`src/design/ble_ad_structure_parser_top_defines.svh`:
```
// Assertion macros for the advertising-data parser.
`ifndef BLE_AD_STRUCTURE_PARSER_TOP_DEFINES_SVH
`define BLE_AD_STRUCTURE_PARSER_TOP_DEFINES_SVH
`ifndef SYNTHESIS
`define BAP_ASSERT_IMPL(label, clk, rst, ante, cons) \
  label: assert property (@(posedge clk) disable iff (rst) (ante) |-> (cons)) \
    else $error("assertion failed");
`define BAP_ASSERT_NEXT(label, clk, rst, ante, cons) \
  label: assert property (@(posedge clk) disable iff (rst) (ante) |=> (cons)) \
    else $error("assertion failed");
`else
`define BAP_ASSERT_IMPL(label, clk, rst, ante, cons)
`define BAP_ASSERT_NEXT(label, clk, rst, ante, cons)
`endif
`endif

```
`src/design/bap_pkg.sv`:
```
package bap_pkg;
  localparam int UuidSlots = 4;
  localparam int StageDepth = 25;
  localparam logic [15:0] CompanyBeacon = 16'h004C;
  localparam logic [7:0] KindFlags = 8'h01;
  localparam logic [7:0] KindUuid16Part = 8'h02;
  localparam logic [7:0] KindUuid16Full = 8'h03;
  localparam logic [7:0] KindUuid32Part = 8'h04;
  localparam logic [7:0] KindUuid32Full = 8'h05;
  localparam logic [7:0] KindUuid128Part = 8'h06;
  localparam logic [7:0] KindUuid128Full = 8'h07;
  localparam logic [7:0] KindTxPower = 8'h0A;
  localparam logic [7:0] KindSvcData = 8'h16;
  localparam logic [7:0] KindAppearance = 8'h19;
  localparam logic [7:0] KindMfr = 8'hFF;
  localparam logic [7:0] BeaconType = 8'h02;
  localparam logic [7:0] BeaconLen = 8'h15;

  typedef struct packed {
    logic [7:0] data_byte;
    logic       last_byte;
  } in_word_t;

  typedef struct packed {
    logic [6:0]  presence_mask;
    logic [7:0]  flags_value;
    logic signed [7:0] power_level;
    logic [15:0] company_id;
    logic [15:0] appearance;
    logic [63:0] uuid_list;
    logic [2:0]  uuid_total;
    logic [23:0] svc_info;
    logic [31:0] beacon_major_minor;
    logic signed [7:0] beacon_power;
    logic [63:0] beacon_uuid_high;
    logic [63:0] beacon_uuid_low;
  } out_word_t;
endpackage

```
`src/design/bap_stream_if.sv`:
```
interface bap_stream_if #(parameter type T = logic);
  logic valid;
  logic ready;
  T     payload;
  modport source (output valid, output payload, input ready);
  modport sink (input valid, input payload, output ready);
endinterface

```
`src/design/bap_out_stage.sv`:
```
// Two-entry skid buffer holding finished records.
module bap_out_stage (
  input  logic               clk,
  input  logic               rst,
  input  logic               push,
  input  bap_pkg::out_word_t data,
  output logic               room,
  bap_stream_if.source       m
);
  import bap_pkg::*;

  out_word_t mem [2];
  logic       wr_ptr, rd_ptr;
  logic [1:0] count;
  logic [1:0] count_next;
  logic       pop;

  // Room means an entry is still free after this edge's push and pop.
  assign pop = m.valid && m.ready;
  assign count_next = count + {1'b0, push} - {1'b0, pop};
  assign room = (count_next != 2'd2);
  assign m.valid = (count != 2'd0);
  assign m.payload = mem[rd_ptr];

  always_ff @(posedge clk) begin
    if (push) mem[wr_ptr] <= data;
    if (rst) begin
      wr_ptr <= 1'b0;
      rd_ptr <= 1'b0;
      count <= '0;
    end else begin
      if (push) wr_ptr <= ~wr_ptr;
      if (pop) rd_ptr <= ~rd_ptr;
      count <= count_next;
    end
  end
endmodule

```
`src/flat_wrapper.sv`:
```
// flat-port wrapper written by rule: the top's interface ports become plain ports
module bap_out_stage_flat import bap_pkg::*;
  (clk, rst, push, data, room, m_valid, m_payload, m_ready);
  bap_stream_if m_i ();
  input  logic clk;
  input  logic rst;
  input  logic push;
  input  bap_pkg::out_word_t data;
  output logic room;
  output wire logic [$bits(m_i.valid)-1:0] m_valid;
  output wire logic [$bits(m_i.payload)-1:0] m_payload;
  input wire logic [$bits(m_i.ready)-1:0] m_ready;
  assign m_valid = m_i.valid;
  assign m_payload = m_i.payload;
  assign m_i.ready = m_ready;
  bap_out_stage u_core (.clk(clk), .rst(rst), .push(push), .data(data), .room(room), .m(m_i));
endmodule
```
`config.mk`:
```
export PLATFORM = sky130hd
export DESIGN_NAME = bap_out_stage_flat
export DESIGN_NICKNAME = d
export VERILOG_FILES = /design/src/design/ble_ad_structure_parser_top_defines.svh /design/src/design/bap_pkg.sv /design/src/design/bap_stream_if.sv /design/src/design/bap_out_stage.sv /design/src/flat_wrapper.sv
export SDC_FILE = /design/constraint.sdc
export NUM_CORES = 1
export LEC_CHECK = 0
export ABC_AREA = 1
export ABC_CLOCK_PERIOD_IN_PS = 3550
export BUFFER_PORTS_ARGS = -buffer_cell sky130_fd_sc_hd__buf_2
export CAP_MARGIN = 20
export CORE_AREA = 2 2 124 126
export CTS_CLUSTER_DIAMETER = 50
export DETAILED_ROUTE_END_ITERATION = 8
export DIE_AREA = 0 0 126 128
export SLEW_MARGIN = 20
export SYNTH_ARGS = -nofsm -noshare
export SYNTH_HDL_FRONTEND = slang
export SYNTH_SLANG_ARGS = --single-unit
```
`constraint.sdc`:
```
create_clock -name clk -period 3.55 [get_ports clk]
set_input_delay 0.355 -clock clk [delete_from_list [all_inputs] [get_ports clk]]
set_output_delay 0.355 -clock clk [all_outputs]
set_load 0.02 [all_outputs]
```
# After elaboration in Yosys (flattened, before gate mapping)
# Memories as Yosys holds them, arrays and structs flattened. A register that Yosys moved wholly into a read port is not among the register bits.
# Cells that the tools add are included.
# totals
reg_bits	4
latch_bits	0
mem_bits_rw	628
romBits	0
input_bits	318
out_inout_bits	3
mem_count	1
# memory_table
name	words	word_bits	rd	rd_clocked_by_memory_dff	write_ports	line	source
u_core.mem	2	314	1	1	1	bap_out_stage.sv:12	out_word_t mem [2];
# classes
addsub	2
n_mul	0
div_mod_pow	0
n_lt_le_gt_ge	0
eq_ne	1
n_shift	0
n_mux	4
bitwise	2
n_reduce_logical	2
# ops
operator	n
2-to-1 mux 1 bit	4
adder 2 x 1 -> 2 bit	1
inequality test 2 bit, second input constant	1
NOT 1 bit	2
nonzero test 2 bit	1
subtractor 2 x 1 -> 2 bit	1
logical AND 1 bit	1

# Depth between registers and ports, before layout
# logic_depth
word_depth	4
ltp_mapped	11
depth_no_buf	11

# Worst setup path after synthesis
# Ideal clock, no wire load.
# synth_timing
path_type	register -> output
start	register u_core.count[1]
end	output room
arrival_time_ns	1.405
t_required_ns	3.195
path_slack_ns	1.790
path_stages_with_launch	11
path_buffers	0
cell_sequence	dfxtp_1 > nor2_1 > nor2_4 > ha_1 > inv_1 > ha_1 > inv_1 > nand2_1 > nand2_1 > nand2_1 > nand3_1
# synth_between
elab_chain_len	4
word_cells_on_any_way	5
# synth_rtl
item	line	source
start, declared	bap_out_stage.sv:14	logic [1:0] count;
start signal, assigned	bap_out_stage.sv:34	count <= count_next;
nonzero test 2 bit	bap_out_stage.sv:22	assign m.valid = (count != 2'd0);
logical AND 1 bit	bap_out_stage.sv:19	assign pop = m.valid && m.ready;
named net u_core.pop	bap_out_stage.sv:16	logic pop;
subtractor 2 x 1 -> 2 bit	bap_out_stage.sv:20	assign count_next = count + {1'b0, push} - {1'b0, pop};
inequality test 2 bit	bap_out_stage.sv:21	assign room = (count_next != 2'd2);
end, declared	flat_wrapper.sv:9	output logic room;
# The timed path passes the listed nets, and every way through them passes these cells.

# Worst setup path in the final report
# Ends and elaborated chain as after synthesis.

==> flow_summary.ini <==
[clocking]
cts_root_buf = clkbuf_16
cts_setup_buffers = 0
clockBufferDepth = 2
cts_resized = 0
postCtsHoldBufs = 0
clock_sinks = 7
cts_tree = yes
cts_buffers = 3
clk_pin_slew_ns = 0.04
h-tree-depth = 1
clk_latency_ns = 0.23

[global_route]
grt_pass1_vias = 247
grt_max_degree = 5
grt_usage = 0.0129
grt_remaining_overflow = 0
antenna_found_initial = 0
grt_pass1_wl_um = 1240

[layout]
final_cell_mix = inv_1, nand2_1, buf_2
multi_input_area_um2 = 135
final_common_cell = inv_1
nets = 373
num_antenna_cells = 0
finish.utilization = 0.0459
seq_area_um2 = 160
fillers = 1797
drive_gt1_frac = 0.308
synthToLayoutAreaGrowth_pct = 105

[power_and_ir_drop]
ir_drop_mv = 0.302
combPwrFrac = 0.331
p_per_area_nw_per_um2 = 660
p_int_uw = 306
swShare = 0.320
seq_power_share = 0.250
p_clk_frac = 0.419
p_leak_uw = 0.000238
p_sw_uw = 144

[critical_path]
cp_num_cells = 10
cp_slowest_cell = dfxtp_1
cp_max_fo = 3
crit_end = room
cp-start-kind = register
rr_worst_depth = 10
crit_buf_inv = 3
rrSetupSlack_ns = 2.03
worstReg2RegEnd = u_core.count[1]
cp-end-kind = output pin
arrival_ns = 1.74
r2r-start = u_core.count[1]
slowest_delay_ns = 0.32
required_ns = 3.19
startpoint = u_core.count[1]
critical-path-top-delay-family = simple AND/OR/NAND/NOR gates
crit_type = register to output pin
cp_cell_sequence = nor2_1 -> nor2_4 -> ha_1 -> inv_1 -> ha_1 -> inv_1 -> nand2_1 -> nand3_1 -> nand3_1 -> buf_2

[job]
maxCapViolations = 0

[routing]
drt-pass1-iter-count = 2
drt-initial-drc-count = 4
num_vias = 251
ant_nets = 0
routed_wl_um = 759
vias_per_cell = 1.05
wl_per_cell_um = 3.16
drc_errors = 0

[floorplan]
die_w_um = 126
rows = 45
die_area_um2 = 16100
coreArea_um2 = 14900
ios = 321
die_h_um = 128
start_util = 0.0224

[timing]
slew_headroom = 0.873
hold_viol = 0
slew_viol_final = 0
tightest_slew_ns = 0.190
finalSetupViolCount = 0
period_share = 0.590
finalCriticalPeriod_ns = 2.09
rsz0062_at_grt = false
setup_tns_ns = 0
clock-skew-final_ns = 0.00177
max_freq_mhz = 478

[logic_synthesis]
muxShareOfSynthArea = 0.0338
synth_top_family_by_area = simple AND/OR/NAND/NOR gates
synthAdderAreaFrac = 0.0752
synthCells = 41
seq_area_frac_synth = 0.481
synth.distinct_cells = 13
synth_compound_area_frac = 0
avgSynthCellArea_um2 = 8.12
ys_ff_latch = 7
yosysWarnings = 0
synth-xor-area-share = 0
synth_nets = 361
synthSimpleGateAreaFrac = 0.297
netlist_area_um2 = 333

[run_status]
status = finished, final reports clean

[hold_path]
min_path_type = input port to register
min_from = data[0]

[placement]
gp_congestion = 0.601
dp_hpwl_um = 638
port_buffers = 7
==> worst reg2reg max path, delay by kind of cell (launching register included) <==
kind | cells | cell delay, ns
simple gates | 6 | 0.56
fa+ha+maj | 2 | 0.44
buf+inv | 2 | 0.10
flops | 1 | 0.32
==> stage by stage <==
stage	power, µW	hold WS (ns)	setup WS, ns	instance area (µm²)	std cells
6_report	450	0.320	1.46	682	240
3_5_place_dp	265	0.490	1.64	603	236
2_1_floorplan	226	0.422	1.79	333	41
5_1_grt	489	0.327	1.32	682	240
3_3_place_gp	263	0.501	1.66	603	236
4_1_cts	458	0.318	1.44	682	240
==> routing by layer <==
layer / routed length, µm / up-vias / global-route usage
li1: - / 143 / -
met1: 305 / 96 / 0.0108
met2: 325 / 10 / 0.0149
met3: 83 / 2 / 0.0125
met4: 44 / 0 / 0.0175
met5: 0 / - / 0
==> Yosys cell counts (all sizes together) <==
library cell / number / share of area
ha: 2 / 0.075
edfxtp: 2 / 0.18
nor2: 9 / 0.14
inv: 10 / 0.11
mux2: 1 / 0.034
nor3: 1 / 0.015
dfxtp: 5 / 0.30
nand2: 8 / 0.098
nand3: 3 / 0.045
==> cell families (layout without fill, tap and decap cells) <==
family	Yosys count	count (layout)
buffers and inverters	10	21
flip-flops	7	7
adder cells (fa/ha/maj)	2	2
multiplexers	1	1
AND/OR/NAND/NOR	21	21
==> power by group through the flow <==
stage | clock, µW | combinational (µW) | sequential [µW]
after CTS | 193 | 152 | 113
after floorplan | 0 | 115 | 111
after global routing | 201 | 172 | 116
after detailed placement | 0 | 151 | 113
after global placement | 0 | 150 | 114
final | 189 | 149 | 112
==> how the worst min path moves through the flow <==
stage | endpoint | slack (ns) | cells after the start
floorplan | u_core.count[1] | 0.42 | 1
global placement | u_core.rd_ptr | 0.50 | 2
detailed placement | register | 0.49 | 2
CTS | u_core.mem[1][0] | 0.32 | 1
global route | u_core.mem[1][0] | 0.33 | 1
finish | u_core.mem[1][0] | 0.32 | 1
==> layout make-up <==
class                      count  area share
tap                          188       0.345
multi-input combinational     24       0.198
clock buffer                   4       0.116
timing repair buffer           7      0.0514
inverter                      10      0.0550
sequential                     7       0.235
(Power assumes the default switching activity.)
