File: src/design/ble_ad_structure_parser_top_defines.svh
// Assertion macros for the advertising-data parser.
`ifndef BLE_AD_STRUCTURE_PARSER_TOP_DEFINES_SVH
`define BLE_AD_STRUCTURE_PARSER_TOP_DEFINES_SVH
`ifndef SYNTHESIS
`define BAP_ASSERT_IMPL(label, clk, rst, ante, cons) \
  label: assert property (@(posedge clk) disable iff (rst) (ante) |-> (cons)) \
    else $error("assertion failed");
`define BAP_ASSERT_NEXT(label, clk, rst, ante, cons) \
  label: assert property (@(posedge clk) disable iff (rst) (ante) |=> (cons)) \
    else $error("assertion failed");
`else
`define BAP_ASSERT_IMPL(label, clk, rst, ante, cons)
`define BAP_ASSERT_NEXT(label, clk, rst, ante, cons)
`endif
`endif

File: src/design/bap_pkg.sv
package bap_pkg;
  localparam int UuidSlots = 4;
  localparam int StageDepth = 25;
  localparam logic [15:0] CompanyBeacon = 16'h004C;
  localparam logic [7:0] KindFlags = 8'h01;
  localparam logic [7:0] KindUuid16Part = 8'h02;
  localparam logic [7:0] KindUuid16Full = 8'h03;
  localparam logic [7:0] KindUuid32Part = 8'h04;
  localparam logic [7:0] KindUuid32Full = 8'h05;
  localparam logic [7:0] KindUuid128Part = 8'h06;
  localparam logic [7:0] KindUuid128Full = 8'h07;
  localparam logic [7:0] KindTxPower = 8'h0A;
  localparam logic [7:0] KindSvcData = 8'h16;
  localparam logic [7:0] KindAppearance = 8'h19;
  localparam logic [7:0] KindMfr = 8'hFF;
  localparam logic [7:0] BeaconType = 8'h02;
  localparam logic [7:0] BeaconLen = 8'h15;

  typedef struct packed {
    logic [7:0] data_byte;
    logic       last_byte;
  } in_word_t;

  typedef struct packed {
    logic [6:0]  presence_mask;
    logic [7:0]  flags_value;
    logic signed [7:0] power_level;
    logic [15:0] company_id;
    logic [15:0] appearance;
    logic [63:0] uuid_list;
    logic [2:0]  uuid_total;
    logic [23:0] svc_info;
    logic [31:0] beacon_major_minor;
    logic signed [7:0] beacon_power;
    logic [63:0] beacon_uuid_high;
    logic [63:0] beacon_uuid_low;
  } out_word_t;
endpackage

File: src/design/bap_core.sv
// Byte-at-a-time structure walker; record registers update in the accept cycle.
module bap_core (
  input  logic              clk,
  input  logic              rst,
  input  logic              take,
  input  bap_pkg::in_word_t in_word,
  output bap_pkg::out_word_t rec
);
  import bap_pkg::*;

  logic        report_start, parse_stopped;
  logic [7:0]  struct_position, struct_length, struct_kind, pending_low_byte;
  logic [7:0]  staged_payload [StageDepth];
  logic [15:0] staged_uuid_slots [UuidSlots];
  logic [2:0]  staged_uuid_count;
  logic [6:0]  presence_bits;
  logic [7:0]  flags_reg, power_reg, beacon_power_reg;
  logic [15:0] company_reg, appearance_reg;
  logic [15:0] uuid_slots [UuidSlots];
  logic [2:0]  uuid_slot_count;
  logic [23:0] service_data_reg;
  logic [63:0] beacon_hi_reg, beacon_lo_reg;
  logic [31:0] beacon_major_minor_reg;

  // Effective state after the report-start clear.
  logic        stop_eff;
  logic [7:0]  pos_eff;
  logic [6:0]  pres_eff;
  logic [2:0]  cnt_eff, scnt_eff;
  logic        clr;
  logic [7:0]  b, idx, plen, kind_eff;
  logic        is_u16, dup, last_payload, tail;
  logic [15:0] new_uuid;
  logic [7:0]  p0, p1, p2, p3;
  logic        beacon_hit;
  logic [63:0] hi_w, lo_w;

  always_comb begin
    clr = report_start;
    b = in_word.data_byte;
    stop_eff = clr ? 1'b0 : parse_stopped;
    pos_eff = clr ? 8'd0 : struct_position;
    pres_eff = clr ? 7'd0 : presence_bits;
    cnt_eff = clr ? 3'd0 : uuid_slot_count;
    scnt_eff = clr ? 3'd0 : staged_uuid_count;
    idx = pos_eff - 8'd2;
    plen = struct_length - 8'd1;
    // A one-byte structure ends on its type byte, so the type is taken from the bus.
    kind_eff = (pos_eff == 8'd1) ? b : struct_kind;
    is_u16 = (struct_kind == KindUuid16Part) || (struct_kind == KindUuid16Full);
    new_uuid = {b, pending_low_byte};
    dup = 1'b0;
    for (int i = 0; i < UuidSlots; i++) begin
      if ((3'(i) < scnt_eff) && (staged_uuid_slots[i] == new_uuid)) dup = 1'b1;
    end
    // The current byte may be the last payload byte; forward it into reads.
    tail = (pos_eff >= 8'd2) && (pos_eff == struct_length);
    p0 = (tail && idx == 8'd0) ? b : staged_payload[0];
    p1 = (tail && idx == 8'd1) ? b : staged_payload[1];
    p2 = (tail && idx == 8'd2) ? b : staged_payload[2];
    p3 = (tail && idx == 8'd3) ? b : staged_payload[3];
    last_payload = tail;
    for (int i = 0; i < 8; i++) begin
      hi_w[63-8*i -: 8] = staged_payload[4+i];
      lo_w[63-8*i -: 8] = staged_payload[12+i];
    end
    beacon_hit = ({p1, p0} == CompanyBeacon) && (plen >= 8'(StageDepth))
      && (p2 == BeaconType) && (p3 == BeaconLen);
  end

  always_ff @(posedge clk) begin
    if (rst) begin
      report_start <= 1'b1;
      parse_stopped <= 1'b0;
      struct_position <= '0;
      struct_length <= '0;
      struct_kind <= '0;
      pending_low_byte <= '0;
      staged_uuid_count <= '0;
      presence_bits <= '0;
      flags_reg <= '0;
      power_reg <= '0;
      company_reg <= '0;
      appearance_reg <= '0;
      uuid_slot_count <= '0;
      service_data_reg <= '0;
      beacon_hi_reg <= '0;
      beacon_lo_reg <= '0;
      beacon_major_minor_reg <= '0;
      beacon_power_reg <= '0;
      for (int i = 0; i < UuidSlots; i++) begin
        staged_uuid_slots[i] <= '0;
        uuid_slots[i] <= '0;
      end
    end else if (take) begin
      report_start <= in_word.last_byte;
      if (clr) begin
        parse_stopped <= 1'b0;
        struct_position <= '0;
        staged_uuid_count <= '0;
        presence_bits <= '0;
        flags_reg <= '0;
        power_reg <= '0;
        company_reg <= '0;
        appearance_reg <= '0;
        uuid_slot_count <= '0;
        service_data_reg <= '0;
        beacon_hi_reg <= '0;
        beacon_lo_reg <= '0;
        beacon_major_minor_reg <= '0;
        beacon_power_reg <= '0;
        for (int i = 0; i < UuidSlots; i++) uuid_slots[i] <= '0;
      end
      if (!stop_eff) begin
        if (pos_eff == 8'd0) begin
          if (b == 8'd0) begin
            parse_stopped <= 1'b1;
          end else begin
            struct_length <= b;
            struct_position <= 8'd1;
          end
        end else begin
          if (pos_eff == 8'd1) begin
            struct_kind <= b;
            for (int i = 0; i < UuidSlots; i++) staged_uuid_slots[i] <= uuid_slots[i];
            staged_uuid_count <= cnt_eff;
            pending_low_byte <= '0;
          end else begin
            if (idx < 8'(StageDepth)) staged_payload[idx[4:0]] <= b;
            if (is_u16) begin
              if (!idx[0]) begin
                pending_low_byte <= b;
              end else if (!dup && scnt_eff < 3'(UuidSlots)) begin
                staged_uuid_slots[scnt_eff[1:0]] <= new_uuid;
                staged_uuid_count <= scnt_eff + 3'd1;
              end
            end
          end
          if (pos_eff == struct_length) begin
            struct_position <= '0;
            // Commit the finished structure.
            case (kind_eff)
              KindFlags: if (plen >= 8'd1) begin
                presence_bits <= pres_eff | 7'h01; flags_reg <= p0;
              end
              KindTxPower: if (plen >= 8'd1) begin
                presence_bits <= pres_eff | 7'h02; power_reg <= p0;
              end
              KindUuid16Part, KindUuid16Full: begin
                // An empty list leaves the slots as they are.
                if (pos_eff != 8'd1) begin
                  for (int i = 0; i < UuidSlots; i++) uuid_slots[i] <= staged_uuid_slots[i];
                  uuid_slot_count <= scnt_eff;
                  if (last_payload && idx[0] && !dup && scnt_eff < 3'(UuidSlots)) begin
                    uuid_slots[scnt_eff[1:0]] <= new_uuid;
                    uuid_slot_count <= scnt_eff + 3'd1;
                  end
                end
              end
              KindUuid32Part, KindUuid32Full: presence_bits <= pres_eff | 7'h10;
              KindUuid128Part, KindUuid128Full: presence_bits <= pres_eff | 7'h20;
              KindSvcData: if (plen >= 8'd2) begin
                service_data_reg <= {p1, p0, (plen >= 8'd3) ? p2 : 8'd0};
              end
              KindAppearance: if (plen >= 8'd2) begin
                presence_bits <= pres_eff | 7'h40; appearance_reg <= {p1, p0};
              end
              KindMfr: if (plen >= 8'd2) begin
                company_reg <= {p1, p0};
                if (beacon_hit) begin
                  presence_bits <= pres_eff | 7'h0C;
                  beacon_hi_reg <= hi_w;
                  beacon_lo_reg <= lo_w;
                  beacon_major_minor_reg <= {staged_payload[20], staged_payload[21],
                    staged_payload[22], staged_payload[23]};
                  beacon_power_reg <= (tail && idx == 8'd24) ? b : staged_payload[24];
                end else begin
                  presence_bits <= pres_eff | 7'h04;
                end
              end
              default: ;
            endcase
          end else begin
            struct_position <= pos_eff + 8'd1;
          end
        end
      end
    end
  end

  // Pack the record; slots at and above the count read zero.
  always_comb begin
    rec.presence_mask = presence_bits;
    rec.flags_value = flags_reg;
    rec.power_level = power_reg;
    rec.company_id = company_reg;
    rec.appearance = appearance_reg;
    rec.uuid_list = '0;
    for (int i = 0; i < UuidSlots; i++) begin
      if (3'(i) < uuid_slot_count) rec.uuid_list[16*i +: 16] = uuid_slots[i];
    end
    rec.uuid_total = uuid_slot_count;
    rec.svc_info = service_data_reg;
    rec.beacon_major_minor = beacon_major_minor_reg;
    rec.beacon_power = beacon_power_reg;
    rec.beacon_uuid_high = beacon_hi_reg;
    rec.beacon_uuid_low = beacon_lo_reg;
  end
endmodule

File: config.mk
export PLATFORM = sky130hd
export DESIGN_NAME = bap_core
export DESIGN_NICKNAME = d
export VERILOG_FILES = /design/src/design/ble_ad_structure_parser_top_defines.svh /design/src/design/bap_pkg.sv /design/src/design/bap_core.sv
export SDC_FILE = /design/constraint.sdc
export NUM_CORES = 1
export LEC_CHECK = 0
export ABC_CLOCK_PERIOD_IN_PS = 6250
export BUFFER_PORTS_ARGS = -buffer_cell sky130_fd_sc_hd__clkbuf_2
export CAP_MARGIN = 5
export CORE_ASPECT_RATIO = 1.25
export CORE_MARGIN = 3
export CORE_UTILIZATION = 40
export DETAILED_ROUTE_END_ITERATION = 10
export GPL_ROUTABILITY_DRIVEN = 0
export HOLD_SLACK_MARGIN = 0.12
export PLACE_DENSITY = 0.64
export SYNTH_ARGS = -nofsm -noshare
export SYNTH_HDL_FRONTEND = slang
export SYNTH_SLANG_ARGS = --single-unit
File: constraint.sdc
create_clock -name clk -period 6.25 [get_ports clk]
set_clock_uncertainty 0.1 [all_clocks]
set_input_delay 0 -clock clk [delete_from_list [all_inputs] [get_ports clk]]
set_output_delay 0 -clock clk [all_outputs]
set_load 0.1 [all_outputs]
Yosys cells after proc, flatten, opt, wreduce, memory -nomap -nowiden

Memory sizes are Yosys's and may differ from the RTL's.
Index checks and enable logic that the tools add are counted.

Bits in registers: 287
RAM bits: 328
Input port bits: 12
Logic and storage cells: 282
Memories kept: 3

Memory list:

| memory            | words | width | read ports | clocked after memory_dff | wr ports | RTL line       | text |
|---|---|---|---|---|---|---|---|
| staged_payload    | 25    | 8     | 25         | 0                        | 1        | bap_core.sv:13 | `logic [7:0] staged_payload [StageDepth];` |
| staged_uuid_slots | 4     | 16    | 4          | 0                        | 4        | bap_core.sv:14 | `logic [15:0] staged_uuid_slots [UuidSlots];` |
| uuid_slots        | 4     | 16    | 4          | 0                        | 5        | bap_core.sv:19 | `logic [15:0] uuid_slots [UuidSlots];` |

Add/subtract/negate cells: 4
Magnitude comparators: 15
Equal/unequal tests: 28
Muxes and demuxes: 169
Bitwise logic cells: 15
Reductions and logical operators: 30

Operator list:

| cell                                                                                | number |
|---|---|
| 64-bit two-way mux                                                                  | 14 |
| 16-bit two-way mux                                                                  | 29 |
| 8-bit two-way mux                                                                   | 34 |
| 32-bit two-way mux                                                                  | 7 |
| 24-bit two-way mux                                                                  | 6 |
| 16-bit == test                                                                      | 4 |
| 8-bit by 2-bit == test with 1-bit output, second input constant                     | 7 |
| 1-bit two-way mux                                                                   | 55 |
| 3-bit two-way mux                                                                   | 14 |
| 7-bit case mux with 6 select lines                                                  | 1 |
| 7-bit two-way mux                                                                   | 5 |
| 8-bit by 3-bit == test with 1-bit output, second input constant                     | 4 |
| 8-bit by 5-bit == test with 1-bit output, second input constant                     | 4 |
| 8-bit by 1-bit == test with 1-bit output, second input constant                     | 3 |
| 8-bit by 2-bit greater-or-equal comparator with 1-bit output, second input constant | 3 |
| 8-bit zero test                                                                     | 3 |
| 1-bit logical AND                                                                   | 17 |
| 16-bit by 7-bit == test with 1-bit output, second input constant                    | 1 |
| 16-bit OR reduction                                                                 | 1 |
| 1-bit by 3-bit less-than comparator with 1-bit output, first input constant         | 4 |
| 2-bit by 3-bit less-than comparator with 1-bit output, first input constant         | 4 |
| 1-bit OR                                                                            | 12 |
| 8-bit by 1-bit adder with 8-bit output, second input constant                       | 1 |
| 8-bit by 4-bit == test with 1-bit output, second input constant                     | 1 |
| other kinds (21)                                                                    | 27 |

Longest topological paths before layout

Gate-level depths: netlist (run 1).

Word-level depth: 20
Mapped depth: 20
Mapped depth without buffers: 12

Worst setup path before layout (run 1)

OpenSTA, ideal clock, no wires.

Path kind: register to register
Start point: register report_start, in the netlist clr
End point: register beacon_hi_reg[18]
Library setup time: 0.118 ns
Data arrival time: 4.737 ns
Data required time: 6.032 ns
Slack: 1.296 ns
Stages on the path, launching flop included: 19
Path buffers: 6
Cell sequence: dfxtp_1 > buf_2 > buf_1 > clkbuf_1 > clkbuf_1 > nor2b_1 > inv_1 > ha_1 > nor3b_1 > xnor2_1 > nand4_2 > nor4_4 > mux2_4 > nand4bb_1 > or4_1 > a31o_2 > buf_6 > buf_6 > a22o_1

Cells in the longest elaborated chain, start to end: 15
Elaborated cells between the ends (all ways): 35

Ends and longest elaborated chain:

| item                                                                | RTL line                       | text |
|---|---|---|
| from (decl)                                                         | bap_core.sv:11                 | `logic report_start, parse_stopped;` |
| from (signal assigned)                                              | bap_core.sv:96                 | `report_start <= in_word.last_byte;` |
| 8-bit two-way mux                                                   | bap_core.sv:42                 | `pos_eff = clr ? 8'd0 : struct_position;` |
| 8-bit by 2-bit subtractor with 8-bit output (tied with other cells) | bap_core.sv:46                 | `idx = pos_eff - 8'd2;` |
| 8-bit by 1-bit == test with 1-bit output (tied with other cells)    | bap_core.sv:59                 | `p1 = (tail && idx == 8'd1) ? b : staged_payload[1];` |
| 1-bit logical AND, on equally long branches                         | bap_core.sv:59, bap_core.sv:58 |  |
| 8-bit two-way mux, on equally long branches                         | bap_core.sv:59, bap_core.sv:58 |  |
| 16-bit by 7-bit == test with 1-bit output                           | bap_core.sv:67                 | `beacon_hit = ({p1, p0} == CompanyBeacon) && (plen >= 8'(StageDepth))` |
| 1-bit logical AND                                                   | bap_core.sv:67                 |  |
| 1-bit logical AND (2 in series)                                     | bap_core.sv:68                 | `&& (p2 == BeaconType) && (p3 == BeaconLen);` |
| 64-bit two-way mux                                                  | bap_core.sv:170                | `if (beacon_hit) begin` |
| 64-bit two-way mux                                                  | bap_core.sv:168                | `KindMfr: if (plen >= 8'd2) begin` |
| 64-bit two-way mux                                                  | bap_core.sv:142                | `case (kind_eff)` |
| 64-bit two-way mux                                                  | bap_core.sv:139                | `if (pos_eff == struct_length) begin` |
| 64-bit two-way mux                                                  | bap_core.sv:115                | `if (pos_eff == 8'd0) begin` |
| 64-bit two-way mux (*)                                              | bap_core.sv:114                | `if (!stop_eff) begin` |
| to (signal assigned)                                                | bap_core.sv:172                | `beacon_hi_reg <= hi_w;` |
| to (decl)                                                           | bap_core.sv:22                 | `logic [63:0] beacon_hi_reg, beacon_lo_reg;` |

Every way passes the cells marked *; elsewhere a longest branch is shown, timed or not.
A chain may end at the register's enable or synchronous reset.

Worst setup path in the final report (run 1)

Start point: register report_start, in the netlist clr
End point: register beacon_hi_reg[28]

Same word-level chain as after synthesis.

==> metrics.md, run 1 <==
| Metric | Value |
|---|---|
| Final cell utilization of the core | 0.478 |
| Least-Margin Pin Slew | 1.13 ns |
| Count of flip-flops with a built-in enable after synthesis | 328 |
| Buffers inserted by post-CTS timing repair | 0 |
| Avg Cell Area, Syn | 11.4 um^2 |
| Antenna cells | 0 |
| FF-to-FF setup slack | 1.05 ns |
| Critical path fanouts, max | 66 |
| Post-Place Setup Slack | 1.15 ns |
| Fraction of the mapped netlist area in simple logic gates | 0.146 |
| Pins over their slew limit | 0 |
| Clock insertion delay at the later pin of the skew report | 0.63 ns |
| Initial antenna violation count | 0 |
| Portion of the post-synthesis area used by sequential elements | 0.630 |
| Share of post-route cells with drive strength above 1 | 0.198 |
| Cell taking the most area after synthesis | sky130_fd_sc_hd__edfxtp_1 |
| Power density over cell area | 282 nW/um^2 |
| RSZ-0062 raised after global routing | no |
| Area of the core | 61,000 um^2 |
| Number of DRC markers after the initial detailed-route iteration | 1,704 |
| Final ANT Viol Nets | 0 |
| Destination of the worst register-to-register timing path | beacon_hi_reg[28] |
| Startpoint type of the worst setup path | flop |
| Cell depth of the worst hold path | 1 |
| Gates resized, CTS repair | 0 |
| Number of unique standard cell types used by synthesis | 71 |
| Most numerous cell in the Yosys netlist | sky130_fd_sc_hd__edfxtp_1 |
| Number of flip-flops and latches in the synthesized netlist | 615 |
| Leakage Power | 10.7 nW |
| Global-route wire length before repair | 111,000 um |
| GRT Total Usage | 0.218 |
| Via Count | 18,700 |
| DRC violation count after routing | 0 |
| Worst min-delay path class | input port to flop |
| Internal | 6.39 mW |
| Part of the total power dissipated in the clock network | 0.438 |
| Path type of the worst setup path | flop to flop |
| Switching fraction of total power | 0.222 |
| Post-route fraction of the period consumed by the critical path | 0.831 |
| Top-level port count | 326 |
| # fillers | 5,527 |
| Area Growth Syn to Fin | 17.7% |
| Achievable clock frequency | 0.192 GHz |
| Number of cells on the worst reg-to-reg path | 14 |
| Dominant synthesized flop cell | sky130_fd_sc_hd__edfxtp_1 |
| Top cell types by occurrence after synthesis | sky130_fd_sc_hd__edfxtp_1 (328), sky130_fd_sc_hd__dfxtp_1 (287), sky130_fd_sc_hd__nand2_1 (209) |
| Share of power burned in combinational logic | 0.036 |
| Clock tree from TritonCTS | built |
| Launch instance of the worst min-delay path | in_word[4] |
| HPWL after detailed placement | 49,200 um |
| Instance area at placement | 27,000 um^2 |
| Max VDD drop | 0.243 mV |
| Final hold violation count | 0 |
| Largest family of logic cells by synthesized area | simple AND/OR/NAND/NOR gates |
| Final standard cell area without fillers | 29,200 um^2 |
| Area enclosed by the die boundary | 65,000 um^2 |
| Largest register FFs | 200 |
| Endpoint class of the critical path | flop |
| Syn. warnings | 0 |
| Worst setup slack after layout | 1.05 ns |
| Clock Sink Count | 615 |
| Total number of placement rows | 101 |
| Cell at the root of the clock tree | sky130_fd_sc_hd__clkbuf_16 |
| Cell Area, Synth | 24,800 um^2 |
| Post-route setup TNS | 0 ns |
| Routed vias/inst | 5.65 |
| Sequential cell fraction of total power | 0.526 |
| Buffer depth of the longest clock path | 3 |
| Pin count of the biggest net entering global routing | 94 |
| Number of nets produced by synthesis | 2,201 |
| Result of the run | finished clean |
| Final Setup Violations | 0 |
| DRT Pass-1 Iters | 9 |
| Final Routed Wirelength | 73,700 um |
| CTS clock-pin slew for the worst setup and hold paths | 0.07 ns |
| Sw power | 1.82 mW |
| Floorplan die height | 284 um |
| Arrival time reported for the critical path endpoint | 5.65 ns |
| Count of H-tree levels built during CTS | 2 |
| Initial core utilization | 0.406 |
| Die outline width | 229 um |
| Number of buffers created by CTS | 58 |
| Overflow after GRT | 0 |
| Proportion of synthesized area in mux cells | 0.0251 |
| Synth async-reset ratio | 0 |
| Area of combinational cells with multiple inputs | 8360 um^2 |
| Routed length per instance | 22.3 um |
| Minimum period implied by the final worst setup slack | 5.20 ns |
| Max-slew headroom at the worst pin | 0.243 |
| Number of maximum-capacitance violations | 0 |
| Share of the synthesized area in compound gates (AO/OA/AOI/OAI) | 0.137 |
| FF+latch area | 15,600 um^2 |
| Post-synth top area share | 0.398 |
| Cells after Synth | 2,174 |
| Largest cells by area after synthesis | sky130_fd_sc_hd__edfxtp_1 (40%), sky130_fd_sc_hd__dfxtp_1 (23%), sky130_fd_sc_hd__a22o_1 (5.7%), sky130_fd_sc_hd__nand2_1 (3.2%), sky130_fd_sc_hd__nor2_1 (2.7%) |
| Min-Delay Endpoint | staged_payload[11][3] |
| Number of I/O port buffers | 325 |
| Required time at the worst-slack endpoint | 6.70 ns |
| Xor and xnor fraction of the mapped netlist area | 0.0202 |
| Adder and majority cell fraction of the synthesized area | 0.00758 |
| R2r startpoint | clr |
| Total number of nets in the final design | 2,467 |
| CTS hold repair buffers | 13 |
| Vias in the first global route | 17,800 |
[routing by layer]
metal	GRT usage	up-vias	wire (um)
met4	0.0763	0	2640
met5	0	-	0
met2	0.371	793	35800
met3	0.0314	172	4590
met1	0.284	9258	30700
li1	-	8510	-
[cell usage in the layout (no fill, tap or decap), types with 54 or more instances in the layout]
| cell type | instances |
|---|---|
| sky130_fd_sc_hd__edfxtp_1 | 328 |
| sky130_fd_sc_hd__clkbuf_2 | 324 |
| sky130_fd_sc_hd__dfxtp_1 | 287 |
| sky130_fd_sc_hd__nand2_1 | 208 |
| sky130_fd_sc_hd__nor2_1 | 179 |
| sky130_fd_sc_hd__a22o_1 | 161 |
| sky130_fd_sc_hd__a21oi_1 | 122 |
| sky130_fd_sc_hd__nand3_1 | 90 |
| sky130_fd_sc_hd__o21ai_0 | 80 |
| sky130_fd_sc_hd__a22oi_1 | 64 |
| sky130_fd_sc_hd__clkbuf_16 | 62 |
| sky130_fd_sc_hd__nor2b_1 | 59 |
| sky130_fd_sc_hd__xnor2_1 | 54 |
[how the worst max path moves through the flow]
stage                             end  slack (ns)  cells after the start  startpoint
floorplan           beacon_hi_reg[18]        1.30                     18         clr
global placement    beacon_lo_reg[54]        1.24                     14         clr
detailed placement  beacon_hi_reg[16]        1.15                     14         clr
CTS                 beacon_hi_reg[28]        1.10                     14         clr
global route        beacon_hi_reg[47]        0.77                     14         clr
finish              beacon_hi_reg[28]        1.05                     14         clr
[kinds of logic after synthesis]
family / Yosys count
xor gates and xnor gates: 57
AOI/OAI and AO/OA: 489
muxes: 60
adders and majority gates: 15
and+or+nand+nor: 734
DFF: 615
buffers and inverters: 204
[layout make-up]
cell class              instances  share of cell area
repair buffers                380              0.0716
clock buffers                  83              0.0580
inverters                      30             0.00386
clock inverters                26             0.00948
multi-input cells            1355               0.287
well taps                     824              0.0354
flip-flops and latches        615               0.535
[metrics by stage]
stage	cells	total power, mW	hold slack (ns)
after floorplan	2174	4.57	-0.00113
after global placement	3189	4.69	0.169
after detailed placement	3190	4.69	0.141
after CTS	3312	8.28	0.203
after global routing	3313	8.46	0.233
final	3313	8.21	0.245
[critical path: stages (launching register included)]
cell and delay, ns:
sky130_fd_sc_hd__dfxtp_1 0.49, sky130_fd_sc_hd__buf_4 0.39, sky130_fd_sc_hd__nor2b_1 0.15, sky130_fd_sc_hd__inv_1 0.10
sky130_fd_sc_hd__ha_1 0.20, sky130_fd_sc_hd__nor3b_1 0.24, sky130_fd_sc_hd__xnor2_1 0.18, sky130_fd_sc_hd__nand4_2 0.22
sky130_fd_sc_hd__nor4_4 0.69, sky130_fd_sc_hd__mux2_4 0.42, sky130_fd_sc_hd__nand4bb_1 0.22, sky130_fd_sc_hd__or4b_4 0.62
sky130_fd_sc_hd__nor3_4 0.17, sky130_fd_sc_hd__buf_4 0.62, sky130_fd_sc_hd__a22o_1 0.26
[power by group through the flow]
stage / registers, mW / logic [mW] / clock network [mW]
after floorplan: 4.39 / 0.179 / 0
after global placement: 4.41 / 0.280 / 0
after detailed placement: 4.41 / 0.284 / 0
after CTS: 4.32 / 0.293 / 3.67
after global routing: 4.33 / 0.316 / 3.82
final: 4.32 / 0.295 / 3.59
(Power assumes the default switching activity.)
==> run 2, diff against run 1 <==
Settings changed: ABC_AREA from default to 1, ABC_CLOCK_PERIOD_IN_PS 6250 to 4900, PLACE_DENSITY 0.64 to 0.63.
Clock period 6.25 ns to 4.9 ns, I/O delays scaled along.
==> run 2 against run 1 <==
Design area up 19%. Hold slack worse by 0.092 ns. Fmax up 20%. Worst setup slack worse by 0.49 ns. Sequential share of layout area down 8.6 points. Power up 50%. Sequential power up 32%. Register-to-register slack worse by 0.49 ns. Combinational power rose to 5.5 times the previous value. Via count up 47%.
==> metrics.md, run 2 <==
| Metric | Value |
|---|---|
| Global-route wire length before repair | 154,000 um (+39%) |
| Worst slack on hold paths | 0.152 ns (-0.0922 ns) |
| Launch instance of the worst min-delay path | in_word[3] |
| Cell at the root of the clock tree | sky130_fd_sc_hd__clkbuf_16 |
| Leakage Power | 14.5 nW (+35%) |
| Cells after Synth | 3,776 (+74%) |
| # fillers | 7,192 (+30%) |
| GRT Total Usage | 0.252 (+0.0343) |
| Area of the core | 73,700 um^2 (+21%) |
| Power density over cell area | 354 nW/um^2 (+26%) |
| CTS clock-pin slew for the worst setup and hold paths | 0.06 ns (about the same) |
| Share of post-route cells with drive strength above 1 | 0.141 (-0.0571) |
| Final Routed Wirelength | 102,000 um (+38%) |
| Number of cells on the worst reg-to-reg path | 23 (+9) |
| Dominant synthesized flop cell | sky130_fd_sc_hd__edfxtp_1 |
| Number of nets produced by synthesis | 3,803 (+73%) |
| Cell depth of the worst hold path | 1 (unchanged) |
| Largest family of logic cells by synthesized area | simple AND/OR/NAND/NOR gates |
| Fraction of the mapped netlist area in simple logic gates | 0.251 (+0.105) |
| Overflow after GRT | 0 (unchanged) |
| Cell Area, Synth | 30,000 um^2 (+21%) |
| Clock Sink Count | 615 (unchanged) |
| Final Setup Violations | 0 (unchanged) |
| Clock insertion delay at the later pin of the skew report | 0.62 ns (about the same) |
| Number of maximum-capacitance violations | 0 (unchanged) |
| DRC violation count after routing | 0 (unchanged) |
| Total number of placement rows | 111 (+9.9%) |
| Final standard cell area without fillers | 34,700 um^2 (+19%) |
| Final ANT Viol Nets | 0 (unchanged) |
| Number of DRC markers after the initial detailed-route iteration | 2,907 (+71%) |
| Cell taking the most area after synthesis | sky130_fd_sc_hd__edfxtp_1 |
| Routed length per instance | 20.3 um (-8.8%) |
| Final cell utilization of the core | 0.471 (-0.00648) |
| Pins over their slew limit | 0 (unchanged) |
| Share of the synthesized area in compound gates (AO/OA/AOI/OAI) | 0.126 (-0.0116) |
| Via Count | 27,600 (+47%) |
| Path type of the worst setup path | flop to flop |
| Largest cells by area after synthesis | sky130_fd_sc_hd__edfxtp_1 (33%), sky130_fd_sc_hd__dfxtp_1 (19%), sky130_fd_sc_hd__nand2_1 (12%), sky130_fd_sc_hd__nand3_1 (6.2%), sky130_fd_sc_hd__o21ai_0 (5.3%) |
| CTS hold repair buffers | 8 (-5) |
| Area Growth Syn to Fin | 15.9% |
| Post-synth top area share | 0.329 (-0.0691) |
| Most numerous cell in the Yosys netlist | sky130_fd_sc_hd__nand2_1 |
| Routed vias/inst | 5.48 (-3.1%) |
| Clock tree from TritonCTS | built |
| Startpoint type of the worst setup path | flop |
| Number of buffers created by CTS | 66 (+14%) |
| Least-Margin Pin Slew | 1.27 ns (+0.138 ns) |
| Destination of the worst register-to-register timing path | beacon_lo_reg[48] |
| R2r startpoint | clr |
| Required time at the worst-slack endpoint | 5.25 ns (-1.45 ns) |
| Minimum period implied by the final worst setup slack | 4.33 ns (-0.865 ns) |
| Portion of the post-synthesis area used by sequential elements | 0.520 (-0.109) |
| FF-to-FF setup slack | 0.57 ns (-0.49 ns) |
| Initial antenna violation count | 1 (+1) |
| Count of H-tree levels built during CTS | 3 (+1) |
| DRT Pass-1 Iters | 5 (-4) |
| Count of flip-flops with a built-in enable after synthesis | 328 (unchanged) |
| Syn. warnings | 0 (unchanged) |
| Total number of nets in the final design | 4,041 (+64%) |
| Top-level port count | 326 (unchanged) |
| HPWL after detailed placement | 66,300 um (+35%) |
| Top cell types by occurrence after synthesis | sky130_fd_sc_hd__nand2_1 (956), sky130_fd_sc_hd__nand3_1 (369), sky130_fd_sc_hd__inv_1 (362) |
| Pin count of the biggest net entering global routing | 189 (+100%) |
| Vias in the first global route | 25,100 (+41%) |
| Max-slew headroom at the worst pin | 0.151 (-0.0928) |
| Gates resized, CTS repair | 0 (unchanged) |
| Adder and majority cell fraction of the synthesized area | 0.00626 (-0.00132) |
| Xor and xnor fraction of the mapped netlist area | 0.0135 (-0.00667) |
| Min-Delay Endpoint | staged_payload[7][2] |
| Buffer depth of the longest clock path | 3 (unchanged) |
| Largest register FFs | 200 (unchanged) |
| Result of the run | finished clean |
| Antenna cells | 0 (unchanged) |
| Worst min-delay path class | input port to flop |
| Buffers inserted by post-CTS timing repair | 0 (unchanged) |
| Max VDD drop | 0.235 mV (-3.3%) |
| Instance area at placement | 32,500 um^2 (+20%) |
| Initial core utilization | 0.406 (+0.000650) |
| Total chip power | 12.3 mW (+50%) |
| Die outline width | 251 um (+9.7%) |
| Number of unique standard cell types used by synthesis | 49 (-31%) |
| Area enclosed by the die boundary | 78,300 um^2 (+20%) |
| Endpoint class of the critical path | flop |
| Post-route fraction of the period consumed by the critical path | 0.884 (+0.0526) |
| Number of flip-flops and latches in the synthesized netlist | 615 (unchanged) |
| Final hold violation count | 0 (unchanged) |
| Achievable clock frequency | 0.231 GHz (+20%) |
| Post-route setup TNS | 0 ns (unchanged) |
| Proportion of synthesized area in mux cells | 0 (-0.0251) |
| Synth async-reset ratio | 0 (unchanged) |
| Leading cell type in the layout, fill and taps excluded | sky130_fd_sc_hd__nand2_1 |
| Floorplan die height | 312 um (+9.8%) |
| Critical path fanouts, max | 61 (-7.6%) |
| Avg Cell Area, Syn | 7.94 um^2 (-30%) |
| Commonest cells after routing, fill and taps aside | sky130_fd_sc_hd__nand2_1 (956), sky130_fd_sc_hd__nand3_1 (368), sky130_fd_sc_hd__inv_1 (360) |
| Number of I/O port buffers | 325 (unchanged) |
| RSZ-0062 raised after global routing | no |
| Arrival time reported for the critical path endpoint | 4.68 ns (-0.97 ns) |
## run 2: cell count changes after synthesis, sizes merged, moves of 113 or more
cell / delta
inv: +340
nand2: +757
nand3: +282
nor2: +113
a22o: -161
o21ai: +254
## run 2: report_power, final
part / total, mW / switching [mW] / internal (mW)
Combinational: 1.61 / 1.32 / 0.290
Sequential: 5.69 / 0.124 / 5.56
Clock: 4.99 / 2.12 / 2.87
Total: 12.3 / 3.56 / 8.72
## run 2: cells by family after synthesis
family,count (synthesis)
AO/OA/AOI/OAI,707
AND/OR/NAND/NOR,1759
adder cells (fa/ha/maj),15
XOR/XNOR,44
buffers and inverters,636
flip-flops,615
## run 2: layout make-up
| class | count | area, um^2 | area share |
|---|---|---|---|
| Sequential cell | 615 | 15600 | 0.449 |
| Multi-Input combinational cell | 2525 | 11900 | 0.343 |
| Timing Repair Buffer | 428 | 2470 | 0.0711 |
| Clock buffer | 99 | 1940 | 0.0558 |
| Inverter | 378 | 1430 | 0.0412 |
| Tap cell | 960 | 1200 | 0.0346 |
| Clock inverter | 23 | 199 | 0.00573 |
## run 2: stage by stage
step | setup WS, ns | cells
floorplan | 1.55 | 3776
global placement | 0.745 | 4898
detailed placement | 0.628 | 4898
CTS | 0.588 | 5028
global route | 0.120 | 5028
finish | 0.569 | 5028
## run 2: worst max-delay path by stage
stage / from / end / slack [ns]
floorplan: clr / beacon_lo_reg[11] / 1.55
global placement: clr / beacon_hi_reg[32] / 0.74
detailed placement: clr / beacon_lo_reg[48] / 0.63
CTS: clr / beacon_lo_reg[48] / 0.59
global route: clr / beacon_lo_reg[48] / 0.12
finish: clr / beacon_lo_reg[48] / 0.57
## run 2: critical path: stages, from the launching register on
cell and delay (ns):
sky130_fd_sc_hd__dfxtp_1 0.36, sky130_fd_sc_hd__inv_8 0.17, sky130_fd_sc_hd__nand2_1 0.17, sky130_fd_sc_hd__ha_1 0.25, sky130_fd_sc_hd__inv_1 0.07, sky130_fd_sc_hd__nor2_1 0.07, sky130_fd_sc_hd__inv_2 0.05, sky130_fd_sc_hd__nand2_1 0.11
sky130_fd_sc_hd__nor2_2 0.19, sky130_fd_sc_hd__nand2_1 0.12, sky130_fd_sc_hd__nor2_1 0.11, sky130_fd_sc_hd__buf_4 0.18, sky130_fd_sc_hd__nand2_1 0.26, sky130_fd_sc_hd__nand2_1 0.17, sky130_fd_sc_hd__nand2_1 0.16, sky130_fd_sc_hd__nor2_1 0.13
sky130_fd_sc_hd__nand3_1 0.16, sky130_fd_sc_hd__nor2_4 0.21, sky130_fd_sc_hd__nand3_2 0.14, sky130_fd_sc_hd__nor2_4 0.36, sky130_fd_sc_hd__buf_12 0.32, sky130_fd_sc_hd__nand2_1 0.10, sky130_fd_sc_hd__nand3_1 0.08, sky130_fd_sc_hd__a21oi_1 0.08
## run 2: metal layers
metal | wire, um | GRT usage
met1 | 41200 | 0.326
met2 | 48500 | 0.419
met3 | 7850 | 0.0392
met4 | 4500 | 0.108
met5 | 12 | 0
